[src/sv/tbpa_pkg.sv]
// Types, codes and reset constants of the palette attribute block.
// No dependencies; design uses scoped names, testbench imports it.
`default_nettype none

package tbpa_pkg;

  localparam int unsigned ApbAddrW = 4;

  typedef enum logic [1:0] {
    STATUS_OK       = 2'd0,
    STATUS_OVERFLOW = 2'd1,
    STATUS_NO_FIT   = 2'd2
  } status_e;

  typedef enum logic [1:0] {
    REG_BACKGROUND = 2'd0,
    REG_PALETTE0   = 2'd1,
    REG_PALETTE1   = 2'd2,
    REG_PALETTE2   = 2'd3
  } reg_idx_e;

  localparam logic [7:0]  BgReset       = 8'd12;
  localparam logic [23:0] Palette0Reset = 24'h1C0D38;
  localparam logic [23:0] Palette1Reset = 24'h2A0D25;
  localparam logic [23:0] Palette2Reset = 24'hFF1B20;

  typedef struct packed {
    logic [7:0]       bg;
    logic [2:0][23:0] pal;
  } cfg_t;

  // Outcome of one block, as decided in the first stage.
  typedef struct packed {
    status_e    status;
    logic [1:0] pal;
    logic [5:0] addr;
    logic [7:0] orbits;
  } pick_t;

  typedef struct packed {
    status_e    status;
    logic [1:0] pal;
    logic [5:0] addr;
    logic [7:0] value;
  } result_t;

  function automatic logic palette_has(logic [23:0] pal, logic [7:0] c);
    return (pal[7:0] == c) || (pal[15:8] == c) || (pal[23:16] == c);
  endfunction

endpackage

`default_nettype wire

[src/sv/tbpa_regs.sv]
// APB configuration registers: background colour and three palettes.
// Depends on tbpa_pkg.
`default_nettype none

module tbpa_regs (
  input  wire logic                             clk_i,
  input  wire logic                             rst_ni,
  input  wire logic                             psel,
  input  wire logic                             penable,
  input  wire logic                             pwrite,
  input  wire logic [tbpa_pkg::ApbAddrW-1:0]    paddr,
  input  wire logic [31:0]                      pwdata,
  output logic      [31:0]                      prdata,
  output logic                                  pready,
  output tbpa_pkg::cfg_t                        cfg_o
);

  tbpa_pkg::cfg_t   cfg_q;
  tbpa_pkg::reg_idx_e idx;
  logic             wr_en;

  assign pready = 1'b1;
  assign idx    = tbpa_pkg::reg_idx_e'(paddr[3:2]);
  assign wr_en  = psel && penable && pwrite && pready;

  always_ff @(posedge clk_i or negedge rst_ni) begin
    if (!rst_ni) begin
      cfg_q.bg     <= tbpa_pkg::BgReset;
      cfg_q.pal[0] <= tbpa_pkg::Palette0Reset;
      cfg_q.pal[1] <= tbpa_pkg::Palette1Reset;
      cfg_q.pal[2] <= tbpa_pkg::Palette2Reset;
    end else if (wr_en) begin
      case (idx)
        tbpa_pkg::REG_BACKGROUND: cfg_q.bg     <= pwdata[7:0];
        tbpa_pkg::REG_PALETTE0:   cfg_q.pal[0] <= pwdata[23:0];
        tbpa_pkg::REG_PALETTE1:   cfg_q.pal[1] <= pwdata[23:0];
        tbpa_pkg::REG_PALETTE2:   cfg_q.pal[2] <= pwdata[23:0];
        default: ;
      endcase
    end
  end

  always_comb begin
    case (idx)
      tbpa_pkg::REG_BACKGROUND: prdata = {24'd0, cfg_q.bg};
      tbpa_pkg::REG_PALETTE0:   prdata = {8'd0, cfg_q.pal[0]};
      tbpa_pkg::REG_PALETTE1:   prdata = {8'd0, cfg_q.pal[1]};
      tbpa_pkg::REG_PALETTE2:   prdata = {8'd0, cfg_q.pal[2]};
      default:                  prdata = 32'd0;
    endcase
  end

  assign cfg_o = cfg_q;

endmodule

`default_nettype wire

[src/sv/tbpa_collect.sv]
// Colour collection for the current block and palette choice on its last pixel.
// Depends on tbpa_pkg.
`default_nettype none

module tbpa_collect (
  input  wire logic           clk_i,
  input  wire logic           rst_ni,
  input  wire tbpa_pkg::cfg_t cfg_i,
  input  wire logic           adv_i,
  input  wire logic [7:0]     pixel_i,
  input  wire logic [3:0]     col_i,
  input  wire logic [3:0]     row_i,
  input  wire logic           last_i,
  output tbpa_pkg::pick_t     pick_o
);

  logic [1:0]       cnt_q, cnt_d, cnt_t;
  logic [2:0][7:0]  seen_q, seen_d, seen_t;
  logic             ovf_q, ovf_d, ovf_t;
  logic             is_bg, hit;
  logic [2:0]       fit;
  logic [2:0]       sh;

  always_comb begin
    is_bg = (pixel_i == cfg_i.bg);
    hit   = 1'b0;
    for (int i = 0; i < 3; i++) begin
      if ((2'(i) < cnt_q) && (seen_q[i] == pixel_i)) hit = 1'b1;
    end

    seen_t = seen_q;
    cnt_t  = cnt_q;
    ovf_t  = ovf_q;
    if (!is_bg && !hit) begin
      if (cnt_q == 2'd3) begin
        ovf_t = 1'b1;
      end else begin
        seen_t[cnt_q] = pixel_i;
        cnt_t         = cnt_q + 2'd1;
      end
    end

    // Palette p fits when it holds every collected colour.
    for (int p = 0; p < 3; p++) begin
      fit[p] = 1'b1;
      for (int i = 0; i < 3; i++) begin
        if ((2'(i) < cnt_t) && !tbpa_pkg::palette_has(cfg_i.pal[p], seen_t[i])) begin
          fit[p] = 1'b0;
        end
      end
    end

    pick_o.pal = 2'd0;
    if (ovf_t) begin
      pick_o.status = tbpa_pkg::STATUS_OVERFLOW;
    end else if (fit[0]) begin
      pick_o.status = tbpa_pkg::STATUS_OK;
    end else if (fit[1]) begin
      pick_o.status = tbpa_pkg::STATUS_OK;
      pick_o.pal    = 2'd1;
    end else if (fit[2]) begin
      pick_o.status = tbpa_pkg::STATUS_OK;
      pick_o.pal    = 2'd2;
    end else begin
      pick_o.status = tbpa_pkg::STATUS_NO_FIT;
    end

    sh            = {row_i[0], col_i[0], 1'b0};
    pick_o.addr   = {row_i[3:1], col_i[3:1]};
    pick_o.orbits = {6'd0, pick_o.pal} << sh;
  end

  // Clear the collection once the block's last pixel is consumed.
  always_comb begin
    cnt_d  = cnt_q;
    seen_d = seen_q;
    ovf_d  = ovf_q;
    if (adv_i) begin
      if (last_i) begin
        cnt_d  = 2'd0;
        seen_d = '0;
        ovf_d  = 1'b0;
      end else begin
        cnt_d  = cnt_t;
        seen_d = seen_t;
        ovf_d  = ovf_t;
      end
    end
  end

  always_ff @(posedge clk_i or negedge rst_ni) begin
    if (!rst_ni) begin
      cnt_q  <= 2'd0;
      seen_q <= '0;
      ovf_q  <= 1'b0;
    end else begin
      cnt_q  <= cnt_d;
      seen_q <= seen_d;
      ovf_q  <= ovf_d;
    end
  end

endmodule

`default_nettype wire

[src/sv/tbpa_attr_table.sv]
// Attribute table memory with per-entry valid bits and the read-modify-write stage.
// Depends on tbpa_pkg.
`default_nettype none

module tbpa_attr_table #(
  parameter int unsigned ATTR_ENTRIES = 64
) (
  input  wire logic            clk_i,
  input  wire logic            rst_ni,
  input  wire logic            load_i,
  input  wire tbpa_pkg::pick_t pick_i,
  input  wire logic            take_i,
  output logic                 valid_o,
  output tbpa_pkg::result_t    res_o
);

  localparam int unsigned SlotW   = (ATTR_ENTRIES > 1) ? $clog2(ATTR_ENTRIES) : 1;
  localparam logic [8:0]  EntriesW = 9'(ATTR_ENTRIES);

  logic [7:0]              mem_q [ATTR_ENTRIES];
  logic [ATTR_ENTRIES-1:0] vld_q;

  logic                    s2_valid_q;
  tbpa_pkg::pick_t         pick_q;
  logic [SlotW-1:0]        slot_q;
  logic [7:0]              rd_data_q;
  logic                    rd_vld_q;
  logic                    byp_q;
  logic [7:0]              byp_data_q;

  logic [8:0]              red;
  logic [SlotW-1:0]        rd_slot;
  logic [7:0]              old_val;
  logic [7:0]              wr_data;
  logic                    wr_en;

  // Table slot is the address modulo the table size when ATTR_ENTRIES is 13 or more.
  always_comb begin
    red = {3'd0, pick_i.addr};
    for (int k = 0; k < 4; k++) begin
      if (red >= EntriesW) red = red - EntriesW;
    end
    rd_slot = red[SlotW-1:0];
  end

  assign old_val = byp_q ? byp_data_q : (rd_vld_q ? rd_data_q : 8'd0);
  assign wr_en   = take_i && (pick_q.status == tbpa_pkg::STATUS_OK);
  assign wr_data = old_val | pick_q.orbits;

  always_ff @(posedge clk_i or negedge rst_ni) begin
    if (!rst_ni) begin
      s2_valid_q <= 1'b0;
      vld_q      <= '0;
    end else begin
      if (load_i) begin
        s2_valid_q <= 1'b1;
      end else if (take_i) begin
        s2_valid_q <= 1'b0;
      end
      if (wr_en) vld_q[slot_q] <= 1'b1;
    end
  end

  always_ff @(posedge clk_i) begin
    if (wr_en) mem_q[slot_q] <= wr_data;
    if (load_i) begin
      rd_data_q  <= mem_q[rd_slot];
      rd_vld_q   <= vld_q[rd_slot];
      // Forward a write to the same slot that lands on the read edge.
      byp_q      <= wr_en && (slot_q == rd_slot);
      byp_data_q <= wr_data;
      pick_q     <= pick_i;
      slot_q     <= rd_slot;
    end
  end

  assign valid_o       = s2_valid_q;
  assign res_o.status  = pick_q.status;
  assign res_o.pal     = pick_q.pal;
  assign res_o.addr    = pick_q.addr;
  assign res_o.value   = (pick_q.status == tbpa_pkg::STATUS_OK) ? wr_data : old_val;

endmodule

`default_nettype wire

[src/sv/tile_block_palette_attribute.sv]
// Path: input register, table stage, output register. Throughput: one pixel per
// cycle unless the output is back-pressured; the table read-modify-write is split
// over two stages with a forward path, so back-to-back blocks to one slot do not
// stall. Reset: collection state, registers and table valid bits clear at once; the
// table reads as zero until written, with no clearing sweep.
`default_nettype none

module tile_block_palette_attribute #(
  parameter int unsigned ATTR_ENTRIES = 64
) (
  input  wire logic                          clk_i,
  input  wire logic                          rst_ni,
  input  wire logic                          psel,
  input  wire logic                          penable,
  input  wire logic                          pwrite,
  input  wire logic [tbpa_pkg::ApbAddrW-1:0] paddr,
  input  wire logic [31:0]                   pwdata,
  output logic      [31:0]                   prdata,
  output logic                               pready,
  input  wire logic                          in_valid_i,
  output logic                               in_ready_o,
  input  wire logic [7:0]                    pixel_color_i,
  input  wire logic [3:0]                    block_col_i,
  input  wire logic [3:0]                    block_row_i,
  input  wire logic                          last_pixel_i,
  output logic                               out_valid_o,
  input  wire logic                          out_ready_i,
  output logic [1:0]                         status_o,
  output logic [1:0]                         palette_index_o,
  output logic [5:0]                         attribute_address_o,
  output logic [7:0]                         attribute_value_o
);

  tbpa_pkg::cfg_t    cfg;
  tbpa_pkg::pick_t   pick;
  tbpa_pkg::result_t s2_res;

  logic       s1_valid_q;
  logic [7:0] s1_pixel_q;
  logic [3:0] s1_col_q;
  logic [3:0] s1_row_q;
  logic       s1_last_q;
  logic       s1_adv;
  logic       s2_valid;
  logic       s2_ready;
  logic       s2_take;
  logic       in_xfer;

  logic              out_valid_q;
  tbpa_pkg::result_t out_q;

  tbpa_regs u_regs (
    .clk_i   (clk_i),
    .rst_ni  (rst_ni),
    .psel    (psel),
    .penable (penable),
    .pwrite  (pwrite),
    .paddr   (paddr),
    .pwdata  (pwdata),
    .prdata  (prdata),
    .pready  (pready),
    .cfg_o   (cfg)
  );

  // Pixels without the last flag drain without touching later stages.
  assign s2_ready   = !s2_valid || s2_take;
  assign s1_adv     = s1_valid_q && (!s1_last_q || s2_ready);
  assign in_ready_o = !s1_valid_q || s1_adv;
  assign in_xfer    = in_valid_i && in_ready_o;
  assign s2_take    = s2_valid && (!out_valid_q || out_ready_i);

  always_ff @(posedge clk_i or negedge rst_ni) begin
    if (!rst_ni) begin
      s1_valid_q  <= 1'b0;
      out_valid_q <= 1'b0;
    end else begin
      if (in_xfer) begin
        s1_valid_q <= 1'b1;
      end else if (s1_adv) begin
        s1_valid_q <= 1'b0;
      end
      if (s2_take) begin
        out_valid_q <= 1'b1;
      end else if (out_ready_i) begin
        out_valid_q <= 1'b0;
      end
    end
  end

  always_ff @(posedge clk_i) begin
    if (in_xfer) begin
      s1_pixel_q <= pixel_color_i;
      s1_col_q   <= block_col_i;
      s1_row_q   <= block_row_i;
      s1_last_q  <= last_pixel_i;
    end
    if (s2_take) out_q <= s2_res;
  end

  tbpa_collect u_collect (
    .clk_i   (clk_i),
    .rst_ni  (rst_ni),
    .cfg_i   (cfg),
    .adv_i   (s1_adv),
    .pixel_i (s1_pixel_q),
    .col_i   (s1_col_q),
    .row_i   (s1_row_q),
    .last_i  (s1_last_q),
    .pick_o  (pick)
  );

  tbpa_attr_table #(
    .ATTR_ENTRIES (ATTR_ENTRIES)
  ) u_attr (
    .clk_i   (clk_i),
    .rst_ni  (rst_ni),
    .load_i  (s1_adv && s1_last_q),
    .pick_i  (pick),
    .take_i  (s2_take),
    .valid_o (s2_valid),
    .res_o   (s2_res)
  );

  assign out_valid_o         = out_valid_q;
  assign status_o            = out_q.status;
  assign palette_index_o     = out_q.pal;
  assign attribute_address_o = out_q.addr;
  assign attribute_value_o   = out_q.value;

endmodule

`default_nettype wire

[config.mk]
export PLATFORM = sky130hd
export DESIGN_NAME = tile_block_palette_attribute
export DESIGN_NICKNAME = d
export VERILOG_FILES = /design/src/sv/tbpa_pkg.sv /design/src/sv/tbpa_regs.sv /design/src/sv/tbpa_collect.sv /design/src/sv/tbpa_attr_table.sv /design/src/sv/tile_block_palette_attribute.sv
export SDC_FILE = /design/constraint.sdc
export NUM_CORES = 1
export LEC_CHECK = 0
export BUFFER_PORTS_ARGS = -buffer_cell sky130_fd_sc_hd__buf_2
export CAP_MARGIN = 15
export CORE_UTILIZATION = 25
export CTS_CLUSTER_DIAMETER = 80
export DETAILED_ROUTE_END_ITERATION = 12
export SLEW_MARGIN = 25
export SYNTH_ARGS = -nofsm -noshare
export SYNTH_HDL_FRONTEND = slang
export SYNTH_SLANG_ARGS = --single-unit
export TNS_END_PERCENT = 1
[constraint.sdc]
create_clock -name clk_i -period 4.57 [get_ports clk_i]
set_input_delay 0.914 -clock clk_i [delete_from_list [all_inputs] [get_ports clk_i]]
set_output_delay 0.914 -clock clk_i [all_outputs]
set_load 0.01 [all_outputs]
Word level (Yosys, flattened, before mapping)
Memories as Yosys holds them, arrays and structs flattened. A register that Yosys moved wholly into a read port is not among the register bits.
Cells that the tools add are included.
{ "op_classes": {"addsub": 1, "magnitude_cmp": 11, "n_eq_ne": 36, "shift": 1, "muxes": 46, "bitwise": 2, "reduce_logical": 70} }
{ "op_table": {"columns": ["operator", "count"], "rows": [
  ["8-bit == test", 31],
  ["32-bit one-hot mux with 4 select lines", 1],
  ["24-bit two-way mux", 3],
  ["64-bit bitwise OR", 1],
  ["8-bit two-way mux", 4],
  ["1-bit two-way mux", 26],
  ["24-bit bitwise mux", 1],
  ["1-bit logical AND", 23],
  ["1-bit logical OR", 22],
  ["8-bit demux with 2-bit select", 1],
  ["1-bit logical NOT", 15],
  ["6-bit by 7-bit less-than comparator with 1-bit output, second input constant", 2],
  ["2-bit two-way mux", 7],
  ["1-bit by 2-bit less-than comparator with 1-bit output, first input constant", 4],
  ["8-bit bitwise OR", 1],
  ["2-bit AND reduction", 4],
  ["2-bit by 3-bit left shift with 8-bit output", 1],
  ["1-bit binary-select mux with 6-bit select", 1],
  ["1-bit demux with 6-bit select", 1],
  ["2-bit == test, second input constant", 3],
  ["6-bit == test", 1],
  ["6-bit by 1-bit greater-or-equal comparator with 1-bit output, second input constant", 1],
  ["2-bit nonzero test", 3],
  ["2-bit logical NOT", 2],
  ["7 further kinds", 8]
]} }
{ "totals": {"reg_bits": 237, "ram_bits": 512, "out_inout_bits": 53, "memories": 1} }
{ "memory_table": {"columns": ["memory", "words", "word_bits", "rd", "rd_clocked_by_memory_dff", "wr", "line", "text"], "rows": [
  ["u_attr.mem_q", 64, 8, 1, 1, 1, "tbpa_attr_table.sv:20", "logic [7:0] mem_q [ATTR_ENTRIES];"]
]} }

Logic depth before layout (Yosys ltp)
Gate-level depths: netlist of the first run.
{ "depth": {"depth_word": 21, "mapped_depth": 15, "ltp_nobuf": 11} }

Hierarchy
A second synthesis of the first run with hierarchy kept.
{ "hier_totals": {"cells_unflattened": 2474, "hier_area_um2": 36198.5} }
{ "by_module_without_submodules": {"columns": ["module", "instances", "cells_each", "area_each_um2"], "rows": [
  ["tbpa_attr_table", 1, 1176, 23894.2],
  ["tbpa_collect", 1, 1018, 7347.0],
  ["tbpa_regs", 1, 232, 3782.4],
  ["tile_block_palette_attribute", 1, 48, 1174.9]
]} }

Worst setup path after synthesis of the first run
No wires, ideal clock.
{ "synth_timing": {"path_kind": "register to register", "start": "register s1_pixel_q[6]", "end": "register u_attr.pick_q[7] (netlist bit), data pin", "arrival_time_ns": 3.029, "required_time_ns": 4.298, "setup_slack_ns": 1.269, "stages_incl_launch_ff": 15, "n_path_buf": 4, "cell_sequence": "edfxtp_1 buf_6 xor2_1 nor4_1 nand4_1 o21a_1 buf_6 nand2_1 buf_4 clkbuf_1 a31oi_1 a2111oi_0 nor4_1 o2bb2ai_1 nor3_1"} }
{ "synth_between": {"elab_chain_len": 21, "word_cells_on_any_way": 98, "cone_classes": "3 x order compare; 31 x eq/ne; 1 x shift; 21 x mux; 42 x reduce/logical"} }
{ "synth_lines": {"columns": ["element", "line", "text"], "rows": [
  ["from (decl)", "tile_block_palette_attribute.sv:39", "logic [7:0] s1_pixel_q;"],
  ["from (signal assigned)", "tile_block_palette_attribute.sv:92", "s1_pixel_q <= pixel_color_i;"],
  ["8-bit == test", "tbpa_collect.sv:28", "if ((2'(i) < cnt_q) && (seen_q[i] == pixel_i)) hit = 1'b1;"],
  ["1-bit logical AND", "tbpa_collect.sv:28", null],
  ["1-bit two-way mux (3 in series)", "tbpa_collect.sv:28", null],
  ["1-bit logical NOT", "tbpa_collect.sv:34", "if (!is_bg && !hit) begin"],
  ["1-bit logical AND", "tbpa_collect.sv:34", null],
  ["24-bit two-way mux", "tbpa_collect.sv:34", null],
  ["8-bit == test", "tbpa_pkg.sv:48", "return (pal[7:0] == c) || (pal[15:8] == c) || (pal[23:16] == c);"],
  ["1-bit logical OR (2 in series)", "tbpa_pkg.sv:48", null],
  ["1-bit logical NOT", "tbpa_collect.sv:47", "if ((2'(i) < cnt_t) && !tbpa_pkg::palette_has(cfg_i.pal[p], seen_t[i])) begin"],
  ["1-bit logical AND", "tbpa_collect.sv:47", null],
  ["1-bit two-way mux (3 in series)", "tbpa_collect.sv:47", null],
  ["2-bit two-way mux", "tbpa_collect.sv:61", "end else if (fit[2]) begin"],
  ["3-bit two-way mux", "tbpa_collect.sv:58", "end else if (fit[1]) begin"],
  ["2-bit two-way mux", "tbpa_collect.sv:56", "end else if (fit[0]) begin"],
  ["2-bit two-way mux (*)", "tbpa_collect.sv:54", "if (ovf_t) begin"],
  ["2-bit by 3-bit left shift with 8-bit output (*)", "tbpa_collect.sv:70", "pick_o.orbits = {6'd0, pick_o.pal} << sh;"],
  ["to (signal assigned)", "tbpa_attr_table.sv:72", "pick_q <= pick_i;"],
  ["to (decl)", "tbpa_attr_table.sv:24", "tbpa_pkg::pick_t pick_q;"]
]} }
Mark *: on every way between the ends. The rest lies on a longest branch, timed or not.
A chain may end at the register's enable or synchronous reset.

Worst setup path after layout of the first run
{ "layout_timing": {"start": "register s1_pixel_q[4]", "end": "register u_attr.pick_q[1] (netlist bit), data pin"} }
Same word-level chain as after synthesis.

==> results.txt, run 1 <==
* Power per standard cell area: 458 nW/µm²
- Critical path depth in cells: 14
- Required time reported for the critical path endpoint: 5.06 ns
- Setup repair after global routing left no endpoint under its margin.
* H-Tree Level Count: 3
- Vias per Instance: 5.03
- Slew at the pin with the worst max-slew slack: 0.938 ns
- Launching instance or port of the critical path: s1_pixel_q[4]
- In the final routed layout, each cell accounts on average for 25.1 µm.
* Max-Cap Viols: 0
- Clock skew on the completed layout was measured at 0.0550 ns.
- TritonCTS built the clock tree.
* Aggregate global-route resource usage: 15.5%
* Synthesized area per cell: 14.9 µm²
* Slew headroom: 37.2%
* Starting utilization of the core area: 25.2%
* Count of routing violations after the opening detailed-route iteration: 2541
- Total power for the finished layout comes to 19.0 mW.
* Buffers added on ports: 93
- CTS Buf Count: 84
* Via count of the first global-routing pass: 22001
* Most frequent CP cell: sky130_fd_sc_hd__buf_4
- For this run, design rule violations remaining after detail routing come to 0.
- Number of distinct library cells after synthesis: 80
- Synthesis produced a netlist whose cell count is 2355.
- Post-route minimum period: 4.31 ns
- Final count of pins violating max slew: 0
* Worst Reg2Reg Path Length in Cells: 14
* Routability cong.: 0.974
- Row count: 137
- The number of hold violations in the final report is 0.
- Among all stages on the critical path, the largest delay is contributed by sky130_fd_sc_hd__edfxtp_1.
* Async set-or-reset flop fraction in the synthesized netlist: 23.0%
* Highest clock frequency the design can meet: 232 MHz
- Global-route wire length before repair: 161000 µm
- Setup violations remaining at the end of the flow were counted as 0.
- Yosys Warn Count: 0
- Total number of vias: 22316
* Ports placed on the boundary: 113
* Sum of net half-perimeters after detailed placement: 76900 µm
* Tcrit/Tclk final: 94.3%
- The analysis attributes to cell leakage a power of 14.4 nW.
* RR Endpoint: u_attr.pick_q[1]
* Final layout net count: 2548
- Full die area: 142000 µm²
- Sum of negative setup slack: 0 ns
* Die boundary width: 377 µm
* Setup slack of the worst register-to-register path: 0.26 ns
- CP max FO: 9
- GRT Residual Overflow: 0
* Antenna violations before repair: 8
- Following the worst setup path forward leads to its endpoint at u_attr.pick_q[1].
- Maximum number of pins on one net before global-route repair: 73
- After synthesis the cells add up to 35200 µm².
* Detailed Routing Iterations Pass 1: 8
- The flow ran to the end, and the final reports show no timing, DRC or antenna violations.
- In this run the remaining antenna-violating nets after routing total 0.
* Critical path's largest stage delay: 0.58 ns
- Broken down by cell family, the worst path's largest delay share belongs to compound AO/OA/AOI/OAI gates.
- Endpoint kind of the worst setup timing path: flip-flop
- Clk_lat worst skew: 0.69 ns
* Share of post-route cells with drive strength above 1: 30.6%
* Post-Route WL: 111000 µm
- The synthesized design contains 583 enable-type register cells.
- After clock tree synthesis, the repair step resized 0 gates.
- The tree built by TritonCTS fans out to 757 sinks.
- The die is 377 µm tall.
* Worst Hold Class: input port to async pin
* Hold-fix buffer count after cts: 0
* Clock-pin slew of the registers on the worst-case setup and hold paths: 0.06 ns
- Buffer depth of the longest clock path: 3
- Proportion of synthesized chip area in sequential cells: 62.2%
- Placeable core region: 140000 µm²
- Across all hold checks on the routed design, the worst slack comes to 0.204 ns.
- At the worst endpoint, the arrival time is 4.80 ns.
- Total of flip-flops plus latches after synthesis: 757
* Setup crit start kind: flip-flop
* Most used flip-flop cell after synthesis: sky130_fd_sc_hd__edfxtp_1
- The startpoint identified for the worst register-to-register timing path is s1_pixel_q[4].
- Highest ir drop seen on vdd: 0.000305 V
* Worst Setup Path Type: flip-flop to flip-flop
- CTS Root Cell: sky130_fd_sc_hd__clkbuf_16
- Synth-to-Final Area Change: 17.9%
- The critical path contains buffers and inverters numbering 3 combined.
- The signal on the critical path passes through xor2_1 -> nor4_1 -> nand4_1 -> o21a_1 -> nand2_1 -> buf_4 -> o21a_1 -> a222oi_1 -> nor4b_1 -> o41ai_2 -> o2bb2ai_1 -> buf_4 -> buf_4 -> nor4_1.
- Post-CTS setup buffers: 0
## metal layers
layer / global-route usage, % / wire length [µm]
met1: 21.6 / 48300
met2: 23.7 / 50100
met5: 0 / 27
met4: 6.40 / 4600
met3: 2.70 / 8420
## flip-flops by register name (all words and copies together) (netlist names), 4 cells and up
signal,flops
u_attr.mem_q,512
u_regs.cfg_o,80
u_attr.vld_q,64
u_collect.seen_q,24
u_attr.res_o,10
attribute_value_o,8
s1_pixel_q,8
u_attr.byp_data_q,8
u_attr.pick_q,8
u_attr.rd_data_q,8
attribute_address_o,6
s1_col_q,4
s1_row_q,4
## cells in the mapped netlist (all sizes together), types with 5 or more instances
cell | number | share of area (%)
or3 | 10 | 0.18
o22ai | 70 | 1.2
and2 | 6 | 0.11
or2 | 74 | 1.3
dfstp | 33 | 2.5
clkbuf | 134 | 1.4
xor2 | 64 | 1.6
dfrtp | 141 | 10
mux2i | 24 | 0.70
nor4b | 7 | 0.19
nor2b | 5 | 0.089
xnor2 | 120 | 3.0
nand3 | 25 | 0.36
o21ai | 85 | 1.2
o2111ai | 5 | 0.12
mux4 | 197 | 13
a2111oi | 16 | 0.43
a221oi | 18 | 0.45
o211ai | 7 | 0.15
inv | 80 | 0.85
nor3 | 35 | 0.50
mux2 | 62 | 2.0
and3 | 11 | 0.22
o221ai | 15 | 0.37
a31oi | 7 | 0.12
a21oi | 41 | 0.59
a22oi | 10 | 0.21
a221o | 10 | 0.28
a222oi | 22 | 0.63
o2bb2ai | 5 | 0.12
a22o | 28 | 0.70
nor4 | 28 | 0.52
a211oi | 12 | 0.29
buf | 80 | 1.2
nand4 | 20 | 0.36
nand3b | 8 | 0.17
nand2b | 10 | 0.18
nand4b | 5 | 0.12
nand2 | 97 | 1.0
edfxtp | 583 | 50
nor2 | 102 | 1.1
## placed cells by master (no fill, tap or decap), types with 12 or more instances in the layout
cell | Yosys | routed
sky130_fd_sc_hd__clkinv_1 | 1 | 12
sky130_fd_sc_hd__a222oi_1 | 22 | 22
sky130_fd_sc_hd__nor3_1 | 35 | 34
sky130_fd_sc_hd__mux2_2 | 62 | 62
sky130_fd_sc_hd__a2111oi_0 | 14 | 14
sky130_fd_sc_hd__nand3_1 | 25 | 25
sky130_fd_sc_hd__dfrtp_1 | 141 | 141
sky130_fd_sc_hd__o21ai_0 | 78 | 78
sky130_fd_sc_hd__clkbuf_16 | 0 | 85
sky130_fd_sc_hd__nand4_1 | 20 | 20
sky130_fd_sc_hd__nand2_1 | 97 | 97
sky130_fd_sc_hd__buf_4 | 16 | 149
sky130_fd_sc_hd__buf_2 | 29 | 92
sky130_fd_sc_hd__dfstp_2 | 33 | 33
sky130_fd_sc_hd__inv_1 | 80 | 80
sky130_fd_sc_hd__clkinv_2 | 0 | 14
sky130_fd_sc_hd__nor2_1 | 100 | 99
sky130_fd_sc_hd__xnor2_1 | 120 | 120
sky130_fd_sc_hd__xor2_1 | 64 | 64
sky130_fd_sc_hd__o22ai_1 | 70 | 70
sky130_fd_sc_hd__a21oi_1 | 40 | 40
sky130_fd_sc_hd__a22o_1 | 28 | 28
sky130_fd_sc_hd__mux2i_1 | 22 | 20
sky130_fd_sc_hd__or2_2 | 69 | 69
sky130_fd_sc_hd__edfxtp_1 | 583 | 583
sky130_fd_sc_hd__mux4_2 | 197 | 197
sky130_fd_sc_hd__nor4_1 | 27 | 27
sky130_fd_sc_hd__a221oi_1 | 18 | 18
sky130_fd_sc_hd__o221ai_1 | 15 | 15
## area by class of cell
type | instances | area [µm²]
Tap cell | 1876 | 2350
Multi-Input combinational cell | 1310 | 12200
Fill cell | 13942 | 98000
Clock buffer | 106 | 2310
Antenna cell | 1 | 2.50
Clock inverter | 51 | 659
Inverter | 81 | 304
Timing Repair Buffer | 254 | 1830
Sequential cell | 757 | 21900
## report_power, final
part	internal, mW	switching, mW
Sequential	7.77	0.821
Combinational	1.42	1.86
Clock	4.25	2.89
Total	13.4	5.58
## how the worst min path moves through the flow
stage,to,from
after global routing,u_regs.cfg_o[38],rst_ni
after CTS,u_regs.cfg_o[38],rst_ni
after global placement,u_attr.vld_q[39],u_attr.vld_q[39]
final,out_valid_o,rst_ni
after floorplan,palette_index_o[0],u_attr.res_o[14]
after detailed placement,u_attr.vld_q[54],u_attr.vld_q[54]
## logic make-up (layout without fill, tap and decap cells)
logic type,count (synthesis),after routing,share of synthesized area (%)
flip-flops,757,757,62.2
AND/OR/NAND/NOR,456,456,6.77
AO/OA/AOI/OAI,378,378,7.61
buffers and inverters,295,492,3.49
multiplexers,283,283,15.3
XOR/XNOR,184,184,4.58
other,2,10,0.0213
## through the flow
stage	setup slack [ns]	cells	area, µm²	utilization, %
floorplan	1.27	2362	35200	-
global placement	0.298	4277	38500	27.6
detailed placement	0.234	4278	38500	27.6
CTS	0.232	4435	41500	29.7
global route	0.119	4436	41500	29.7
finish	0.263	4436	41500	29.7
## worst reg2reg max path: cells and delay by family (launching register included)
family,cells,cell delay [ns]
AO/OA/AOI/OAI,5,1.57
XOR/XNOR,1,0.24
buffers and inverters,3,0.55
flip-flops,1,0.58
AND/OR/NAND/NOR,5,1.20
Power figures use the tool's default switching activity.
==> run 2: changes to the inputs <==
- CELL_PAD_IN_SITES_DETAIL_PLACEMENT: default -> 1
- CELL_PAD_IN_SITES_GLOBAL_PLACEMENT: default -> 1
- CORE_UTILIZATION: 25 -> 50
- CTS_CLUSTER_SIZE: default -> 8
- PLACE_DENSITY_LB_ADDON: default -> 0.1
==> results.txt, run 2 (synthesized netlist as in run 1, its figures left out) <==
- Outcome: finished, final reports clean
- Worst Skew: 0.0772 ns
- The register with the most flip-flops in the final layout is u_attr.mem_q.
- Full die area: 71400 µm²
- Dividing the detail-routed wire length by the instance count gives 37.7 µm.
* Ports placed on the boundary: 113
* Highest metal layer with signal wires: met5
- At the worst endpoint, the arrival time is 4.85 ns.
- TritonCTS built the clock tree.
- The worst register-to-register path has a depth of 14.
- The clock tree synthesis step divided the H-tree into 3 levels.
- Measured on the finished design, the core utilization comes to 59.6%.
- Detailed-routing wirelength on met1: 54500 µm
- Launching instance or port of the critical path: s1_pixel_q[3]
* Cell Count, Final, Fillers Out: 3601
* DRC viols: 0
* Die boundary width: 267 µm
- Aggregate global-route resource usage: 38.4%
- Setup slack of the worst register-to-register path: 0.15 ns
* Buffers added on ports: 93
* Required time reported for the critical path endpoint: 5.00 ns
- The routed layout has 24316 vias.
- Met2 Wirelength: 62400 µm
- Clock-pin slew of the registers on the worst-case setup and hold paths: 0.05 ns
- Leaving out fill and tap cells, the most frequent cells in the layout are 583 x sky130_fd_sc_hd__edfxtp_1, 207 x sky130_fd_sc_hd__buf_4, 197 x sky130_fd_sc_hd__mux4_2.
- The total area inside the core boundary comes to 69100 µm².
* GRT Residual Overflow: 0
- Relative to the synthesized area, the layout overhead comes to 17.0%.
- In this run the deepest clock path goes through 3 buffers.
- After floorplanning, the core was divided into 96 placement rows.
- Along the worst path, the maximum fanout reaches 26.
* Starting utilization of the core area: 51.0%
- The worst pin sits at a relative slew slack of 28.7%.
- Setup repair after global routing left no endpoint under its margin.
* Max-Cap Viols: 0
* Endpoint of the most critical setup path: u_attr.pick_q[1]
- Routability cong.: 1.02
- The clock reaches the later pin of the worst-skew pair after 0.70 ns.
* Placed Cells: 3391
- DIE HEIGHT: 267 µm
* Worst Hold Class: input port to async pin
- The final count of pins violating max slew came to 0.
- Endpoint kind of the worst setup timing path: flip-flop
* Met3 layer wire length in the routed design: 13100 µm
- The final layout contains 2632 nets.
- Maximum number of pins on one net before global-route repair: 94
- Number of flip-flops under the largest register name: 512
- Share of post-route cells with drive strength above 1: 30.9%
- Hold-fix buffer count after cts: 0
* Global-route wire length before repair: 190000 µm
* Fin. Hold Viols: 0
- STA classifies the critical path startpoint as a flip-flop.
- Post-route cell area: 41200 µm²
- Highest ir drop seen on vdd: 0.000389 V
- In this run the critical register-to-register path is launched from s1_pixel_q[3].
- Vias per Instance: 6.75
- For this design the static power due to leakage is 14.8 nW.
- Via count of the first global-routing pass: 24779
- The critical path is of the flip-flop to flip-flop type.
- Clock sinks: 757
- Power per standard cell area: 487 nW/µm²
- The count of nets left with antenna violations once routing finished came out at 0.
- Final setup fails: 0
- Wires add up to 136000 µm.
* Detailed Routing Iterations Pass 1: 7
* Sum of negative setup slack: 0 ns
- Sum of net half-perimeters after detailed placement: 89000 µm
- The tree is rooted in a sky130_fd_sc_hd__clkbuf_16.
- Highest clock frequency the design can meet: 226 MHz
* Post-place instance area: 37800 µm²
- The worst register-to-register path ends at u_attr.pick_q[1].
- Slew at the pin with the worst max-slew slack: 1.06 ns
- Leaving out fill and tap cells, the most frequent cell in the layout is sky130_fd_sc_hd__edfxtp_1.
* Count of routing violations after the opening detailed-route iteration: 3153
- Tcrit/Tclk final: 96.7%
- After layout, the minimum clock period comes to 4.42 ns.
- CTS Buf Count: 107
- Antenna violations before repair: 7
## run 2: cell types whose count changed in the layout (fill, tap and decap cells not counted), moves of 3 or more
cell / delta
sky130_fd_sc_hd__clkbuf_1: +73
sky130_fd_sc_hd__clkinv_4: -4
sky130_fd_sc_hd__clkinv_16: +4
sky130_fd_sc_hd__clkbuf_16: +22
sky130_fd_sc_hd__clkinv_1: -11
sky130_fd_sc_hd__clkinv_2: -14
sky130_fd_sc_hd__buf_12: +3
sky130_fd_sc_hd__bufinv_16: -9
sky130_fd_sc_hd__clkbuf_8: -9
sky130_fd_sc_hd__buf_4: +58
## run 2: how the worst min path moves through the flow
stage,from,end,slack (ns)
global placement,u_attr.res_o[15],palette_index_o[1],0.41
floorplan,u_attr.res_o[14],palette_index_o[0],0.40
global route,rst_ni,u_attr.vld_q[2],0.20
finish,rst_ni,u_attr.vld_q[2],0.18
detailed placement,u_attr.res_o[14],palette_index_o[0],0.41
CTS,rst_ni,u_attr.vld_q[2],0.18
## run 2: per-layer routing
| metal | up-vias | track usage, % |
|---|---|---|
| li1 | 9593 | - |
| met1 | 12841 | 53.4 |
| met3 | 336 | 8.37 |
| met4 | 10 | 15.4 |
| met5 | - | 0 |
| met2 | 1536 | 59.2 |
## run 2: repair_timing
item                       CTS  global route
gates resized for setup      1             0
setup endpoints to repair    3             9
setup buffers                0             2
## run 2: metrics by stage
step / setup slack (ns) / power, mW / hold slack, ns
6_report: 0.153 / 20.1 / 0.185
5_1_grt: 0.00185 / 20.5 / 0.203
4_1_cts: 0.0203 / 20.0 / 0.180
3_5_place_dp: 0.0678 / 12.2 / 0.409
3_3_place_gp: 0.137 / 12.2 / 0.408
2_1_floorplan: 1.27 / 10.4 / 0.400
## run 2: worst max-delay path, stage by stage, from the launching register on
cell                        delay (ns)
sky130_fd_sc_hd__edfxtp_1         0.77
sky130_fd_sc_hd__xnor2_1          0.18
sky130_fd_sc_hd__nand4_1          0.13
sky130_fd_sc_hd__nor4_2           0.05
sky130_fd_sc_hd__buf_4            0.18
sky130_fd_sc_hd__or2_1            0.31
sky130_fd_sc_hd__nor2_2           0.27
sky130_fd_sc_hd__buf_12           0.26
sky130_fd_sc_hd__a21o_1           0.26
sky130_fd_sc_hd__a222oi_1         0.14
sky130_fd_sc_hd__nor4b_1          0.21
sky130_fd_sc_hd__o41ai_2          0.76
sky130_fd_sc_hd__o2bb2ai_1        0.22
sky130_fd_sc_hd__buf_4            0.21
sky130_fd_sc_hd__nor4_1           0.21
## run 2: report_power, final
part | switching, mW | leakage, nW | internal [mW] | total, mW
logic | 2.16 | 5.85 | 1.52 | 3.68
clock network | 3.20 | 1.54 | 4.57 | 7.76
registers | 0.848 | 7.44 | 7.78 | 8.63
total | 6.20 | 14.8 | 13.9 | 20.1
## run 2: final cells by class
type / count / area (µm²)
clock inverters: 12 / 294
fillers: 6344 / 27900
multi-input cells: 1310 / 12200
flip-flops and latches: 757 / 21900
inverters: 81 / 304
repair buffers: 315 / 2340
diodes: 3 / 7.51
clock buffers: 192 / 3010
well taps: 931 / 1160
